<file path="src/rtl/core/tlg_pkg.sv">
// Shared types and constants of the tremolo gain block.
// No dependencies; imported by every module of the block.
package tlg_pkg;

  localparam int unsigned SAMPLE_BITS = 16;
  localparam int unsigned QUEUE_DEPTH = 2;
  localparam int unsigned GAIN_BITS   = 9;
  localparam int unsigned UNITY_SHIFT = 8;
  localparam int unsigned CFG_IDX_BITS  = 3;
  localparam int unsigned CFG_DATA_BITS = 16;

  localparam logic [8:0]  GAIN_RESET       = 9'd64;
  localparam logic [1:0]  WAVE_RESET       = 2'd2;
  localparam logic [7:0]  GAIN_FLOOR_RESET = 8'd64;
  localparam logic [8:0]  GAIN_CEIL_RESET  = 9'd256;
  localparam logic [15:0] CYCLE_LEN_RESET  = 16'd4800;
  localparam logic [7:0]  STEP_RESET       = 8'd1;

  typedef enum logic [1:0] {
    WaveSquare = 2'd0,
    WaveSaw    = 2'd1,
    WaveTri    = 2'd2
  } wave_e;

  typedef enum logic [2:0] {
    RegWaveShape   = 3'd0,
    RegMinGain     = 3'd1,
    RegMaxGain     = 3'd2,
    RegCycleLength = 3'd3,
    RegSawStep     = 3'd4,
    RegTriStep     = 3'd5
  } cfg_idx_e;

  typedef struct packed {
    logic [1:0]  wave_shape;
    logic [7:0]  gain_floor;
    logic [8:0]  gain_ceil;
    logic [15:0] cycle_length;
    logic [7:0]  saw_step;
    logic [7:0]  tri_step;
  } tlg_cfg_t;

endpackage

</file>
<file path="src/rtl/core/tremolo_lfo_gain.sv">
// Tremolo: amplitude modulation of a sample stream by a square, sawtooth or triangle LFO.
// Path: queue entry, then output register; throughput one sample per cycle unless the
// output stream stalls, set by the gain update in the front end and one multiplier in the back end.
// Reset (async, active low): config registers return to their defaults, phase to zero,
// gain to 64, triangle direction to up, queue and output register empty.
// Depends on tlg_pkg, tlg_front, tlg_queue and tlg_back.
module tremolo_lfo_gain import tlg_pkg::*; #(
  parameter int unsigned SampleBits = SAMPLE_BITS
) (
  input  logic clk_i,
  input  logic rst_ni,

  // input stream; tdata: sample_in (SampleBits, signed), zero padded to bytes
  input  logic                                s_axis_tvalid,
  output logic                                s_axis_tready,
  input  logic [((SampleBits + 7) / 8) * 8 - 1:0] s_axis_tdata,

  // output stream; tdata: sample_out (SampleBits, signed), zero padded to bytes
  output logic                                m_axis_tvalid,
  input  logic                                m_axis_tready,
  output logic [((SampleBits + 7) / 8) * 8 - 1:0] m_axis_tdata,

  // register write channel
  input  logic                     cfg_valid_i,
  output logic                     cfg_ready_o,
  input  logic [CFG_IDX_BITS-1:0]  cfg_index_i,
  input  logic [CFG_DATA_BITS-1:0] cfg_data_i
);

  localparam int unsigned DataW  = ((SampleBits + 7) / 8) * 8;
  localparam int unsigned EntryW = SampleBits + GAIN_BITS;

  tlg_cfg_t cfg_q;

  logic              accept;
  logic              q_full;
  logic              q_valid;
  logic              q_pop;
  logic [EntryW-1:0] entry;
  logic [EntryW-1:0] q_data;
  logic [SampleBits-1:0] out_data;

  // Registers are always ready; the user must write them only while the block is idle (not enforced).
  assign cfg_ready_o = 1'b1;

  always_ff @(posedge clk_i or negedge rst_ni) begin
    if (!rst_ni) begin
      cfg_q.wave_shape   <= WAVE_RESET;
      cfg_q.gain_floor   <= GAIN_FLOOR_RESET;
      cfg_q.gain_ceil    <= GAIN_CEIL_RESET;
      cfg_q.cycle_length <= CYCLE_LEN_RESET;
      cfg_q.saw_step     <= STEP_RESET;
      cfg_q.tri_step     <= STEP_RESET;
    end else if (cfg_valid_i) begin
      unique case (cfg_index_i)
        RegWaveShape:   cfg_q.wave_shape   <= cfg_data_i[1:0];
        RegMinGain:     cfg_q.gain_floor   <= cfg_data_i[7:0];
        RegMaxGain:     cfg_q.gain_ceil    <= cfg_data_i[8:0];
        RegCycleLength: cfg_q.cycle_length <= cfg_data_i[15:0];
        RegSawStep:     cfg_q.saw_step     <= cfg_data_i[7:0];
        RegTriStep:     cfg_q.tri_step     <= cfg_data_i[7:0];
        default: begin
          // unmapped index: drop the write
        end
      endcase
    end
  end

  // Accept a sample whenever the queue has room; the back end drains it on its own.
  assign s_axis_tready = !q_full;
  assign accept        = s_axis_tvalid && s_axis_tready;

  tlg_front #(
    .SampleBits (SampleBits)
  ) u_front (
    .clk_i    (clk_i),
    .rst_ni   (rst_ni),
    .cfg_i    (cfg_q),
    .accept_i (accept),
    .sample_i (s_axis_tdata[SampleBits-1:0]),
    .entry_o  (entry)
  );

  tlg_queue #(
    .Width (EntryW),
    .Depth (QUEUE_DEPTH)
  ) u_queue (
    .clk_i   (clk_i),
    .rst_ni  (rst_ni),
    .push_i  (accept),
    .data_i  (entry),
    .full_o  (q_full),
    .pop_i   (q_pop),
    .valid_o (q_valid),
    .data_o  (q_data)
  );

  tlg_back #(
    .SampleBits (SampleBits)
  ) u_back (
    .clk_i       (clk_i),
    .rst_ni      (rst_ni),
    .q_valid_i   (q_valid),
    .q_data_i    (q_data),
    .q_pop_o     (q_pop),
    .out_valid_o (m_axis_tvalid),
    .out_ready_i (m_axis_tready),
    .out_data_o  (out_data)
  );

  assign m_axis_tdata = DataW'(out_data);

endmodule

</file>
<file path="src/rtl/core/tlg_front.sv">
// Front end: LFO phase counter and gain update, one step per accepted sample.
// Depends on tlg_pkg; feeds the sample and its gain to the queue.
module tlg_front import tlg_pkg::*; #(
  parameter int unsigned SampleBits = SAMPLE_BITS
) (
  input  logic                  clk_i,
  input  logic                  rst_ni,
  input  tlg_cfg_t              cfg_i,
  input  logic                  accept_i,
  input  logic [SampleBits-1:0] sample_i,
  output logic [SampleBits+GAIN_BITS-1:0] entry_o
);

  logic [15:0] phase_q, phase_d;
  logic [8:0]  gain_q, gain_d;
  logic        down_q, down_d;

  logic [16:0] phase_inc;
  logic [15:0] half_len;
  logic [9:0]  saw_sum;
  logic        tri_down;
  logic signed [10:0] tri_sum;
  logic signed [10:0] max_s, min_s;

  always_comb begin
    phase_inc = {1'b0, phase_q} + 17'd1;
    phase_d   = (phase_inc >= {1'b0, cfg_i.cycle_length}) ? 16'd0 : phase_inc[15:0];
    half_len  = cfg_i.cycle_length >> 1;
    max_s     = $signed({2'b00, cfg_i.gain_ceil});
    min_s     = $signed({3'b000, cfg_i.gain_floor});

    // sawtooth: restart at min on phase zero, else climb and clamp at max
    saw_sum = (phase_d == 16'd0) ? {2'b00, cfg_i.gain_floor}
                                 : ({1'b0, gain_q} + {2'b00, cfg_i.saw_step});
    if (saw_sum > {1'b0, cfg_i.gain_ceil}) begin
      saw_sum = {1'b0, cfg_i.gain_ceil};
    end

    // triangle: turn around at the limits, then step and clamp
    if (gain_q >= cfg_i.gain_ceil) begin
      tri_down = 1'b1;
    end else if (gain_q <= {1'b0, cfg_i.gain_floor}) begin
      tri_down = 1'b0;
    end else begin
      tri_down = down_q;
    end
    tri_sum = tri_down ? ($signed({2'b00, gain_q}) - $signed({3'b000, cfg_i.tri_step}))
                       : ($signed({2'b00, gain_q}) + $signed({3'b000, cfg_i.tri_step}));
    if (tri_sum > max_s) begin
      tri_sum = max_s;
    end else if (tri_sum < min_s) begin
      tri_sum = min_s;
    end

    gain_d = gain_q;
    down_d = down_q;
    case (cfg_i.wave_shape)
      WaveSquare: begin
        gain_d = (phase_d < half_len) ? {1'b0, cfg_i.gain_floor} : cfg_i.gain_ceil;
      end
      WaveSaw: begin
        gain_d = saw_sum[8:0];
      end
      WaveTri: begin
        gain_d = tri_sum[8:0];
        down_d = tri_down;
      end
      default: begin
        // unused code: hold gain and direction
      end
    endcase
  end

  always_ff @(posedge clk_i or negedge rst_ni) begin
    if (!rst_ni) begin
      phase_q <= 16'd0;
      gain_q  <= GAIN_RESET;
      down_q  <= 1'b0;
    end else if (accept_i) begin
      phase_q <= phase_d;
      gain_q  <= gain_d;
      down_q  <= down_d;
    end
  end

  assign entry_o = {gain_d, sample_i};

endmodule

</file>
<file path="src/rtl/core/tlg_queue.sv">
// Small register queue between the gain front end and the multiply back end.
// Depends on tlg_pkg for default sizes.
module tlg_queue import tlg_pkg::*; #(
  parameter int unsigned Width = SAMPLE_BITS + GAIN_BITS,
  parameter int unsigned Depth = QUEUE_DEPTH
) (
  input  logic             clk_i,
  input  logic             rst_ni,
  input  logic             push_i,
  input  logic [Width-1:0] data_i,
  output logic             full_o,
  input  logic             pop_i,
  output logic             valid_o,
  output logic [Width-1:0] data_o
);

  localparam int unsigned PtrW = (Depth > 1) ? $clog2(Depth) : 1;
  localparam int unsigned CntW = $clog2(Depth + 1);

  logic [Width-1:0] mem_q [Depth];
  logic [PtrW-1:0]  wr_ptr_q, rd_ptr_q;
  logic [CntW-1:0]  count_q, count_d;

  function automatic logic [PtrW-1:0] ptr_next(input logic [PtrW-1:0] p);
    return (p == PtrW'(Depth - 1)) ? '0 : p + PtrW'(1);
  endfunction

  assign full_o  = (count_q == CntW'(Depth));
  assign valid_o = (count_q != '0);
  assign data_o  = mem_q[rd_ptr_q];

  always_comb begin
    count_d = count_q;
    if (push_i && !pop_i) begin
      count_d = count_q + CntW'(1);
    end else if (pop_i && !push_i) begin
      count_d = count_q - CntW'(1);
    end
  end

  always_ff @(posedge clk_i or negedge rst_ni) begin
    if (!rst_ni) begin
      wr_ptr_q <= '0;
      rd_ptr_q <= '0;
      count_q  <= '0;
    end else begin
      count_q <= count_d;
      if (push_i) begin
        wr_ptr_q <= ptr_next(wr_ptr_q);
      end
      if (pop_i) begin
        rd_ptr_q <= ptr_next(rd_ptr_q);
      end
    end
  end

  always_ff @(posedge clk_i) begin
    if (push_i) begin
      mem_q[wr_ptr_q] <= data_i;
    end
  end

endmodule

</file>
<file path="src/rtl/core/tlg_back.sv">
// Back end: sample times gain, arithmetic shift, saturation, output register.
// Depends on tlg_pkg; drains the queue into the master stream.
module tlg_back import tlg_pkg::*; #(
  parameter int unsigned SampleBits = SAMPLE_BITS
) (
  input  logic                  clk_i,
  input  logic                  rst_ni,
  input  logic                  q_valid_i,
  input  logic [SampleBits+GAIN_BITS-1:0] q_data_i,
  output logic                  q_pop_o,
  output logic                  out_valid_o,
  input  logic                  out_ready_i,
  output logic [SampleBits-1:0] out_data_o
);

  localparam int unsigned ProdW = SampleBits + GAIN_BITS + 1;
  localparam int unsigned ShW   = ProdW - UNITY_SHIFT;

  logic signed [SampleBits-1:0] sample;
  logic signed [GAIN_BITS:0]    gain_s;
  logic signed [ProdW-1:0]      prod;
  logic [ShW-1:0]               shifted;
  logic [SampleBits-1:0]        sat;
  logic                         load;
  logic                         valid_q;
  logic [SampleBits-1:0]        data_q;

  always_comb begin
    sample  = $signed(q_data_i[SampleBits-1:0]);
    gain_s  = $signed({1'b0, q_data_i[SampleBits+GAIN_BITS-1:SampleBits]});
    prod    = ProdW'(sample) * ProdW'(gain_s);
    shifted = prod[ProdW-1:UNITY_SHIFT];
    // fits when every bit above the result's sign bit repeats it
    if (shifted[ShW-1:SampleBits-1] == '0 || shifted[ShW-1:SampleBits-1] == '1) begin
      sat = shifted[SampleBits-1:0];
    end else if (shifted[ShW-1]) begin
      sat = {1'b1, {(SampleBits-1){1'b0}}};
    end else begin
      sat = {1'b0, {(SampleBits-1){1'b1}}};
    end
  end

  assign load    = !valid_q || out_ready_i;
  assign q_pop_o = q_valid_i && load;

  always_ff @(posedge clk_i or negedge rst_ni) begin
    if (!rst_ni) begin
      valid_q <= 1'b0;
    end else if (load) begin
      valid_q <= q_valid_i;
    end
  end

  always_ff @(posedge clk_i) begin
    if (q_pop_o) begin
      data_q <= sat;
    end
  end

  assign out_valid_o = valid_q;
  assign out_data_o  = data_q;

endmodule

</file>
<file path="config.mk">
export PLATFORM = sky130hd
export DESIGN_NAME = tremolo_lfo_gain
export DESIGN_NICKNAME = d
export VERILOG_FILES = /design/src/rtl/core/tlg_pkg.sv /design/src/rtl/core/tremolo_lfo_gain.sv /design/src/rtl/core/tlg_front.sv /design/src/rtl/core/tlg_queue.sv /design/src/rtl/core/tlg_back.sv
export SDC_FILE = /design/constraint.sdc
export NUM_CORES = 1
export LEC_CHECK = 0
export BUFFER_PORTS_ARGS = -buffer_cell sky130_fd_sc_hd__buf_2
export CORE_ASPECT_RATIO = 1.25
export CORE_MARGIN = 5
export CORE_UTILIZATION = 64
export DETAILED_ROUTE_END_ITERATION = 10
export GPL_ROUTABILITY_DRIVEN = 0
export HOLD_SLACK_MARGIN = 0.08
export PLACE_DENSITY = 0.92
export REMOVE_ABC_BUFFERS = 1
export SLEW_MARGIN = 20
export SYNTH_ARGS = -nofsm -noshare
export SYNTH_HDL_FRONTEND = slang
export SYNTH_HIERARCHICAL = 1
export SYNTH_SLANG_ARGS = --single-unit
</file>
<file path="constraint.sdc">
create_clock -name clk_i -period 8.95 [get_ports clk_i]
set_input_delay 0.895 -clock clk_i [delete_from_list [all_inputs] [get_ports clk_i]]
set_output_delay 0.895 -clock clk_i [all_outputs]
set_load 0.005 [all_outputs]
</file>
# After elaboration in Yosys (flattened, before gate mapping)
# Memories as Yosys holds them, arrays and structs flattened.
# Cells that the tools add are included.
[op_classes]
add_sub_neg = 8
n_mul = 1
n_lt_le_gt_ge = 7
eq_ne = 9
muxes = 18
reduce_logical = 23
[op_table]
columns = ["op", "n"]
rows = [
  ["$mux W16", 3],
  ["$mux W9", 4],
  ["$pmux W9 S3", 1],
  ["$mul A16 B10 Y26", 1],
  ["$add A9 B8 Y10", 2],
  ["$add A16 B1 Y17 const B", 1],
  ["$ge A17 B16 Y1", 1],
  ["$logic_not A16 Y1", 1],
  ["$lt A16 B15 Y1", 1],
  ["$reduce_and A2 Y1", 7],
  ["$gt A11 B10 Y1", 1],
  ["$lt A11 B9 Y1", 1],
  ["$mux W11", 1],
  ["$gt A10 B9 Y1", 1],
  ["$mux W10", 1],
  ["$sub A9 B8 Y10", 1],
  ["$eq A3 B3 Y1 const B", 3],
  ["$ge A9 B9 Y1", 1],
  ["$le A9 B8 Y1", 1],
  ["$eq A3 B2 Y1 const B", 2],
  ["$logic_not A3 Y1", 2],
  ["$mux W1", 6],
  ["$eq A2 B2 Y1 const B", 2],
  ["$logic_and A1 B1 Y1", 4],
  ["10 further kinds", 17],
]
[word_totals]
ff_bits = 98
mem_bits_rw = 50
inputBits = 40
out_inout_bits = 19
n_memories = 1
[memory_table]
columns = ["name", "words", "width", "rd", "rd_clocked_by_memory_dff", "write_ports", "line", "text"]
rows = [
  ["u_queue.mem_q", 2, 25, 1, 0, 1, "tlg_queue.sv:20", "logic [Width-1:0] mem_q [Depth];"],
]

# Longest topological paths before layout
# Gate-level depths: netlist of run 1.
[depth]
depth_word = 8
depth_mapped = 27
depth_no_buf = 24

# Cells and area by module
# Netlist of run 1, hierarchy kept.
[by_module_without_submodules]
columns = ["module", "instances", "cells_per_inst", "area_per_inst_um2", "seq_area_each_um2"]
rows = [
  ["tlg_back", 1, 625, 5766.8, 505.5],
  ["tlg_front", 1, 659, 5328.9, 651.9],
  ["tlg_queue", 1, 94, 2094.5, 1601.5],
  ["tremolo_lfo_gain", 1, 116, 2038.2, 1287.5],
]

# Least setup slack after synthesis of run 1
# OpenSTA, ideal clock, no wires.
[synth_timing]
path_type = "register -> register"
start = "register u_queue.rd_ptr_q"
end = "register u_back.data_q[1], in the netlist u_back/out_data_o[1] (data pin)"
t_arrival_ns = 6.212
t_required_ns = 8.691
setup_slack_ns = 2.478
path_stages_with_launch = 24
n_path_buf = 4
synth_period_minus_slack_ns = 6.472
cell_sequence = "dfrtp_1 -> buf_6 -> buf_12 -> mux2_4 -> clkbuf_1 -> and2_1 -> fa_1 -> inv_1 -> fa_1 -> inv_1 -> fa_1 -> fa_1 -> inv_1 -> fa_1 -> inv_1 -> ha_1 -> a2111oi_2 -> o21ai_1 -> o21a_2 -> a221o_1 -> or3_1 -> a31oi_4 -> buf_6 -> o21ai_1"
[synth_via]
elab_chain_cells = 5
[synth_rtl]
columns = ["element", "line", "text"]
rows = [
  ["from (decl)", "tlg_queue.sv:21", "logic [PtrW-1:0] wr_ptr_q, rd_ptr_q;"],
  ["from (signal assigned)", "tlg_queue.sv:52", "rd_ptr_q <= ptr_next(rd_ptr_q);"],
  ["$mem_v2 Z2 W25 (*)", "-", ""],
  ["net q_data[15]", "tremolo_lfo_gain.sv:40", "logic [EntryW-1:0] q_data;"],
  ["$mul A16 B10 Y26 (*)", "tlg_back.sv:31", "prod = ProdW'(sample) * ProdW'(gain_s);"],
  ["$eq A3 B3 Y1 / $logic_not A3 Y1 (equally long branches)", "tlg_back.sv:34", "if (shifted[ShW-1:SampleBits-1] == '0 || shifted[ShW-1:SampleBits-1] == '1) begin"],
  ["$logic_or A1 B1 Y1", "tlg_back.sv:34", ""],
  ["$mux W16 (*)", "tlg_back.sv:34", ""],
  ["net u_back.sat[1]", "tlg_back.sv:23", "logic [SampleBits-1:0] sat;"],
  ["to (signal assigned)", "tlg_back.sv:56", "data_q <= sat;"],
  ["to (decl)", "tlg_back.sv:26", "logic [SampleBits-1:0] data_q;"],
]
# Mark *: on every way through the listed nets, which the timed path passes. The rest lies on a longest branch.
# A chain may end at the register's enable or synchronous reset.

# Worst setup path after layout of run 1
[layout_timing]
start = "register u_front.phase_q[0]"
end = "memory u_queue/mem_q[0][20] (netlist bit) (data pin)"
[layout_via]
elab_chain_cells = 8
[layout_rtl]
columns = ["element", "line", "text"]
rows = [
  ["from (decl)", "tlg_front.sv:14", "logic [15:0] phase_q, phase_d;"],
  ["from (signal assigned)", "tlg_front.sv:80", "phase_q <= phase_d;"],
  ["$add A16 B1 Y17 (*)", "tlg_front.sv:26", "phase_inc = {1'b0, phase_q} + 17'd1;"],
  ["$ge A17 B16 Y1", "tlg_front.sv:27", "phase_d = (phase_inc >= {1'b0, cfg_i.cycle_length}) ? 16'd0 : phase_inc[15:0];"],
  ["$mux W16 (*)", "tlg_front.sv:27", ""],
  ["$logic_not A16 Y1", "tlg_front.sv:33", "saw_sum = (phase_d == 16'd0) ? {2'b00, cfg_i.gain_floor}"],
  ["$mux W10", "tlg_front.sv:33", ""],
  ["$gt A10 B9 Y1", "tlg_front.sv:35", "if (saw_sum > {1'b0, cfg_i.gain_ceil}) begin"],
  ["$mux W9", "tlg_front.sv:35", ""],
  ["$pmux W9 S3 (*)", "tlg_front.sv:57", "case (cfg_i.wave_shape)"],
  ["net entry[20]", "tremolo_lfo_gain.sv:39", "logic [EntryW-1:0] entry;"],
  ["to (decl)", "tlg_queue.sv:20", ""],
]
# Marks and branches as above.

==> results of run 1 <==
-- metal layers --
| layer | part of all wire | track usage |
|---|---|---|
| met1 | 0.37 | 0.302 |
| met2 | 0.51 | 0.480 |
| met3 | 0.068 | 0.0554 |
| met4 | 0.053 | 0.150 |
| met5 | 0.0011 | 0 |
-- cells by family (layout without fill, tap and decap cells) --
family	after synthesis	after routing	synth area share
mux	120	120	0.0941
xor+xnor	51	51	0.0293
flops	148	148	0.266
buf+inv	277	307	0.0808
other cells	1	2	0.000246
fa+ha+maj	277	277	0.289
compound gates	219	219	0.100
simple gates	401	401	0.141
-- through the flow --
stage | instances | setup slack [ps] | hold slack [ps]
4_1_cts | 1816 | 1710 | 329
5_1_grt | 1817 | 1240 | 331
3_5_place_dp | 1784 | 1740 | 490
3_3_place_gp | 1784 | 1930 | 468
6_report | 1817 | 1670 | 344
2_1_floorplan | 1429 | 2030 | 447
-- flip-flops by register name, summed over array words and instances (netlist names) --
signal / flops
u_back/out_data_o: 16
u_front/gain_q: 9
u_back/out_valid_o: 1
u_queue/mem_q: 50
u_queue/rd_ptr_q: 1
cfg_q: 51
u_queue/count_q: 2
u_queue/wr_ptr_q: 1
u_front/phase_q: 16
u_front/down_q: 1
-- cell type report --
class	instances	share of cell area
multi-input cells	1069	0.618
flip-flops and latches	148	0.251
inverters	212	0.0494
clock buffers	21	0.0313
well taps	292	0.0227
repair buffers	63	0.0206
clock inverters	11	0.00683
diodes	1	0.000155
-- worst paths after layout --
| path | start | endpoint | slack (ps) | cells after the start |
|---|---|---|---|---|
| min in group clk_i | u_queue/count_q[1]$_DFFE_PN0P_ | u_queue/count_q[1]$_DFFE_PN0P_ | 500 | 1 |
| worst max register to register | u_front/phase_q[0]$_DFFE_PN0P_ | u_queue/mem_q[0][20]$_DFFE_PP_ | 1670 | 23 |
| worst min register to register | u_queue/count_q[1]$_DFFE_PN0P_ | u_queue/count_q[1]$_DFFE_PN0P_ | 500 | 1 |
| worst min-delay path | rst_ni | u_front/gain_q[3]$_DFFE_PN0P_ | 340 | 1 |
| max in group asynchronous | rst_ni | u_front/phase_q[2]$_DFFE_PN0P_ | 7470 | 2 |
| worst max-delay path | u_front/phase_q[0]$_DFFE_PN0P_ | u_queue/mem_q[0][20]$_DFFE_PP_ | 1670 | 23 |
-- cell usage in the layout, fill, tap and decap left out, types with 12 or more instances in the layout --
master and count:
a21oi_1 58, a31oi_1 12, and2_1 85, buf_2 56, clkbuf_16 20, dfrtp_1 72
edfxtp_1 66, fa_1 124, ha_1 153, inv_1 211, mux2_2 65, mux2_4 30
mux2i_1 25, nand2_1 118, nand2b_1 15, nand3_1 29, nand4_1 16, nor2_1 52
nor2b_1 15, nor3_1 16, o21ai_0 28, xnor2_1 31, xor2_1 20
-- worst max-delay path, cell delays in order (launching register included) --
cell and delay (ps):
dfrtp_1 520, ha_1 380, and4_1 350, nand3_1 180, nor2_1 200, and3_1 200
xor2_1 190, ha_1 280, nand4_1 160, nor3_1 80, a31oi_1 280, and3_1 630
o21a_1 510, mux2i_1 400, inv_1 90, ha_1 330, a21o_1 200, a21oi_1 150
nor2b_1 70, o311a_1 310, a311oi_4 600, mux2_2 420, o31ai_1 310, a21oi_1 160
==> impl_metrics.json, run 1 <==
{
  "first_global_vias": 12200,
  "final_core_util": 0.684,
  "worst-path-max-fanout": 17,
  "syn2layout_area_growth_pct": 5.85,
  "number_of_primary_i_o_pins": 59,
  "synthFlopType": "dfrtp_1",
  "count_of_flip_flops_with_a_built_in_enable_after_synthesis": 66,
  "ffs_w_async_s_r_synth": 0.554,
  "ys.warnings.count": 6,
  "synth-seq-area-share": 0.266,
  "distinct_cells_synth": 90,
  "via_count": 11500,
  "finalSetupTns_ps": 0,
  "syn-mean-instance-area_um2": 10.2,
  "layout.area.seq_um2": 4050,
  "synth.top_cell.area_share": 0.163,
  "timing.clock.skew_ps": 14.0,
  "critical_path_class": "reg2reg",
  "die_x_um": 148,
  "max-cap-violations": 0,
  "synthDominantAreaCellType": "fa_1",
  "min_path_type": "in2async",
  "grt_max_degree": 69,
  "cts_resized": 0,
  "worstPathArrival_ps": 7430,
  "num_rows": 63,
  "routed_via_density": 6.31,
  "worstSkewPairLatency_ps": 430,
  "detail_route.wl_per_cell_um": 19.9,
  "postSynthRegisterBits": 148,
  "synth.cell_area_um2": 15200,
  "drtPass1Iterations": 6,
  "fin_crit_sh": 0.814,
  "htreeDepth": 4,
  "postRouteWirelength_mm": 36.1,
  "finish.net_count": 1828,
  "postSynthCellCount": 1494,
  "clk_path_buf_depth": 2,
  "grt_antenna_before_repair": 3,
  "report.final.setup_viol": 0,
  "die_height_um": 182,
  "count_of_buffers_inserted_at_the_top_level_ports": 57,
  "drt_iter0_drc": 1037,
  "run_status": "finished, final reports clean",
  "final_period_minus_worst_setup_slack_ps": 7280,
  "detail-route-antenna-nets": 0,
  "dp_hpwl_mm": 26.7,
  "root_buffer_master": "clkbuf_16",
  "multi_input_area_um2": 9960,
  "clkSlewWorstSetupHoldPaths_ps": 70,
  "crit_required_ps": 9100,
  "final_area_um2": 16100,
  "fill_cell_total_of_the_finished_layout": 1591,
  "global_route_wire_length_before_repair_mm": 59.0,
  "initial_core_util": 0.646,
  "yosys-top-cells-area": "fa_1, edfxtp_1, ha_1",
  "hold_violations": 0,
  "floorplan.die_area_um2": 27000,
  "drive_gt1_frac": 0.156,
  "core_area_um2": 23600,
  "drc": 0,
  "cts_tree": "yes",
  "worst_pin_slew_ps": 902,
  "yosys.cell_count.top_type": "inv_1",
  "placed_area_um2": 15500,
  "numCtsBuffers": 17,
  "crit_path_start_kind": "register",
  "cts_hold_buffers": 0,
  "grt_setup_unrepaired": "false",
  "sink_count_of_the_clock_tree": 148,
  "end_kind": "register",
  "grt_remaining_overflow": 0,
  "slew_viol_final": 0,
  "aggregate_global_route_resource_usage": 0.270,
  "slew_margin_rel": 0.399,
  "max_clock_freq_mhz": 137,
  "synth.cells.most_frequent": "inv_1, ha_1, fa_1",
  "post-cts-setup-buffers": 0
}
Power of run 1 is left out: the tool's default activity adds up to more than one toggle a clock period on the data nets, which glitch-free logic cannot reach.
==> run 2, diff against run 1 <==
--- a/config.mk
+++ b/config.mk
@@ -8,11 +8,11 @@
 export BUFFER_PORTS_ARGS = -buffer_cell sky130_fd_sc_hd__buf_2
 export CORE_ASPECT_RATIO = 1.25
 export CORE_MARGIN = 5
-export CORE_UTILIZATION = 64
+export CORE_UTILIZATION = 58
 export DETAILED_ROUTE_END_ITERATION = 10
 export GPL_ROUTABILITY_DRIVEN = 0
 export HOLD_SLACK_MARGIN = 0.08
-export PLACE_DENSITY = 0.92
+export PLACE_DENSITY = 0.88
 export REMOVE_ABC_BUFFERS = 1
 export SLEW_MARGIN = 20
 export SYNTH_ARGS = -nofsm -noshare
==> constraint.sdc (replaced) <==
create_clock -name clk_i -period 6.2 [get_ports clk_i]
set_input_delay 0.62 -clock clk_i [delete_from_list [all_inputs] [get_ports clk_i]]
set_output_delay 0.62 -clock clk_i [all_outputs]
set_load 0.005 [all_outputs]
==> impl_metrics.json, run 2 (synthesized netlist as in run 1, its figures left out) <==
{
  "run_status": "complete, but fails checks",
  "failed_checks": "negative setup slack",
  "worstPathArrival_ps": 6390,
  "layout_commonest_cell": "inv_1",
  "report.final.setup_viol": 3,
  "biggest_register": "cfg_q",
  "die_height_um": 191,
  "postRouteWirelength_mm": 36.8,
  "max-cap-violations": 0,
  "min_to": "u_queue/mem_q[0][12]$_DFFE_PP_",
  "sink_count_of_the_clock_tree": 148,
  "reg.largest.list": "cfg_q x51, u_queue/mem_q x50",
  "drc": 0,
  "grt_remaining_overflow": 0,
  "clkSlewWorstSetupHoldPaths_ps": 70,
  "dp_hpwl_mm": 27.0,
  "drt_iter0_drc": 1044,
  "number_of_primary_i_o_pins": 59,
  "diodes_inserted": 0,
  "global_route_wire_length_before_repair_mm": 59.0,
  "aggregate_global_route_resource_usage": 0.246,
  "syn2layout_area_growth_pct": 9.18,
  "hold_violations": 0,
  "grt_antenna_before_repair": 1,
  "numCtsBuffers": 17,
  "crit_required_ps": 6370,
  "crit_path_start_kind": "register",
  "reg2reg_slack_ps": -10,
  "detail-route-antenna-nets": 0,
  "final_cell_count_no_fill": 1905,
  "cts_tree": "yes",
  "critical_path_class": "reg2reg",
  "drtPass1Iterations": 8,
  "drive_gt1_frac": 0.194,
  "final_area_um2": 16600,
  "worst_pin_slew_ps": 1020,
  "routed_via_density": 6.09,
  "timing.clock.skew_ps": 24.5,
  "fin_crit_sh": 1.00,
  "slew_viol_final": 0,
  "final_core_util": 0.641,
  "htreeDepth": 4,
  "most-common-layout-cells": "inv_1, ha_1, fa_1, nand2_1, and2_1",
  "max_clock_freq_mhz": 161,
  "num_rows": 66,
  "core_area_um2": 25900,
  "final_period_minus_worst_setup_slack_ps": 6210,
  "worst_slack_ps": -11.7,
  "slew_margin_rel": 0.318,
  "min_path_type": "in2reg",
  "end_kind": "register",
  "worst_r2r_endpoint": "u_back/out_data_o[14]$_DFFE_PP_",
  "timing.hold.worst.start": "s_axis_tdata[12]",
  "grt_setup_unrepaired": "true",
  "worst_r2r_startpoint": "u_queue/rd_ptr_q$_DFFE_PN0P_",
  "worstSkewPairLatency_ps": 430,
  "floorplan.die_area_um2": 29600,
  "finish.net_count": 1869,
  "worst-path-max-fanout": 7,
  "clk_path_buf_depth": 2,
  "placement.setup.worst_slack_ps": -150,
  "max_ffs_per_register": 51,
  "placed_area_um2": 15800,
  "placed_cells_incl_taps": 1859,
  "first_global_vias": 12200,
  "min_delay_path_depth": 1,
  "grt_max_degree": 74,
  "root_buffer_master": "clkbuf_16",
  "detail_route.wl_per_cell_um": 19.3,
  "initial_core_util": 0.587,
  "via_count": 11600,
  "count_of_buffers_inserted_at_the_top_level_ports": 57,
  "worstRegToRegCells": 22,
  "fill_cell_total_of_the_finished_layout": 1870,
  "die_x_um": 155
}
run 2: worst max-delay path by stage:
stage | startpoint | end | cells past startpoint
finish | u_queue/rd_ptr_q$_DFFE_PN0P_ | u_back/out_data_o[14]$_DFFE_PP_ | 22
global route | u_queue/rd_ptr_q$_DFFE_PN0P_ | u_back/out_data_o[11]$_DFFE_PP_ | 20
CTS | u_queue/rd_ptr_q$_DFFE_PN0P_ | u_back/out_data_o[5]$_DFFE_PP_ | 21
detailed placement | u_queue/rd_ptr_q$_DFFE_PN0P_ | u_back/out_data_o[6]$_DFFE_PP_ | 20
global placement | u_queue/rd_ptr_q$_DFFE_PN0P_ | u_back/out_data_o[5]$_DFFE_PP_ | 20
floorplan | u_queue/rd_ptr_q$_DFFE_PN0P_ | u_back/out_data_o[13]$_DFFE_PP_ | 19
run 2: worst max-delay path, cell delays in order, from the launching register on:
cell and delay, ps:
dfrtp_1 390, buf_6 150, buf_4 180, mux2_4 360
buf_4 170, nand2_1 80, fa_1 410, inv_1 90
fa_1 470, fa_1 570, fa_1 580, inv_1 60
fa_1 530, inv_1 40, ha_2 310, a21oi_1 130
o21ai_1 110, a22oi_2 270, a21oi_4 120, or3_4 410
a31oi_4 250, clkbuf_16 200, o31ai_2 60
run 2: final cells by class:
type,count,area (um2),area share
flip-flops and latches,148,4050,0.243
clock buffers,20,458,0.0275
well taps,340,425,0.0256
repair buffers,103,678,0.0408
inverters,212,796,0.0479
clock inverters,12,93.8,0.00564
multi-input cells,1070,10100,0.609
run 2: through the flow:
| step | hold slack (ps) | setup TNS (ps) |
|---|---|---|
| floorplan | 324 | -10680 |
| global placement | 457 | 0 |
| detailed placement | 457 | -1850 |
| CTS | 364 | 0 |
| global route | 369 | -2950 |
| finish | 381 | -17.5 |
run 2: repair_timing:
action	4_1_cts	5_1_grt
endpoints found under the hold margin	8	0
gates cloned	1	1
setup buffers	2	8
hold buffers	1	0
endpoints found under the setup margin	15	32
gates resized for setup	6	36
pin swaps	2	30
run 2: routing by layer:
layer	vias up	wire length [um]	global-route usage
met4	2	1960	0.130
met3	187	2320	0.0378
met2	546	19100	0.439
met1	5676	13400	0.281
met5	-	20	0
li1	5195	-	-
Power of run 2 is left out for the same reason.
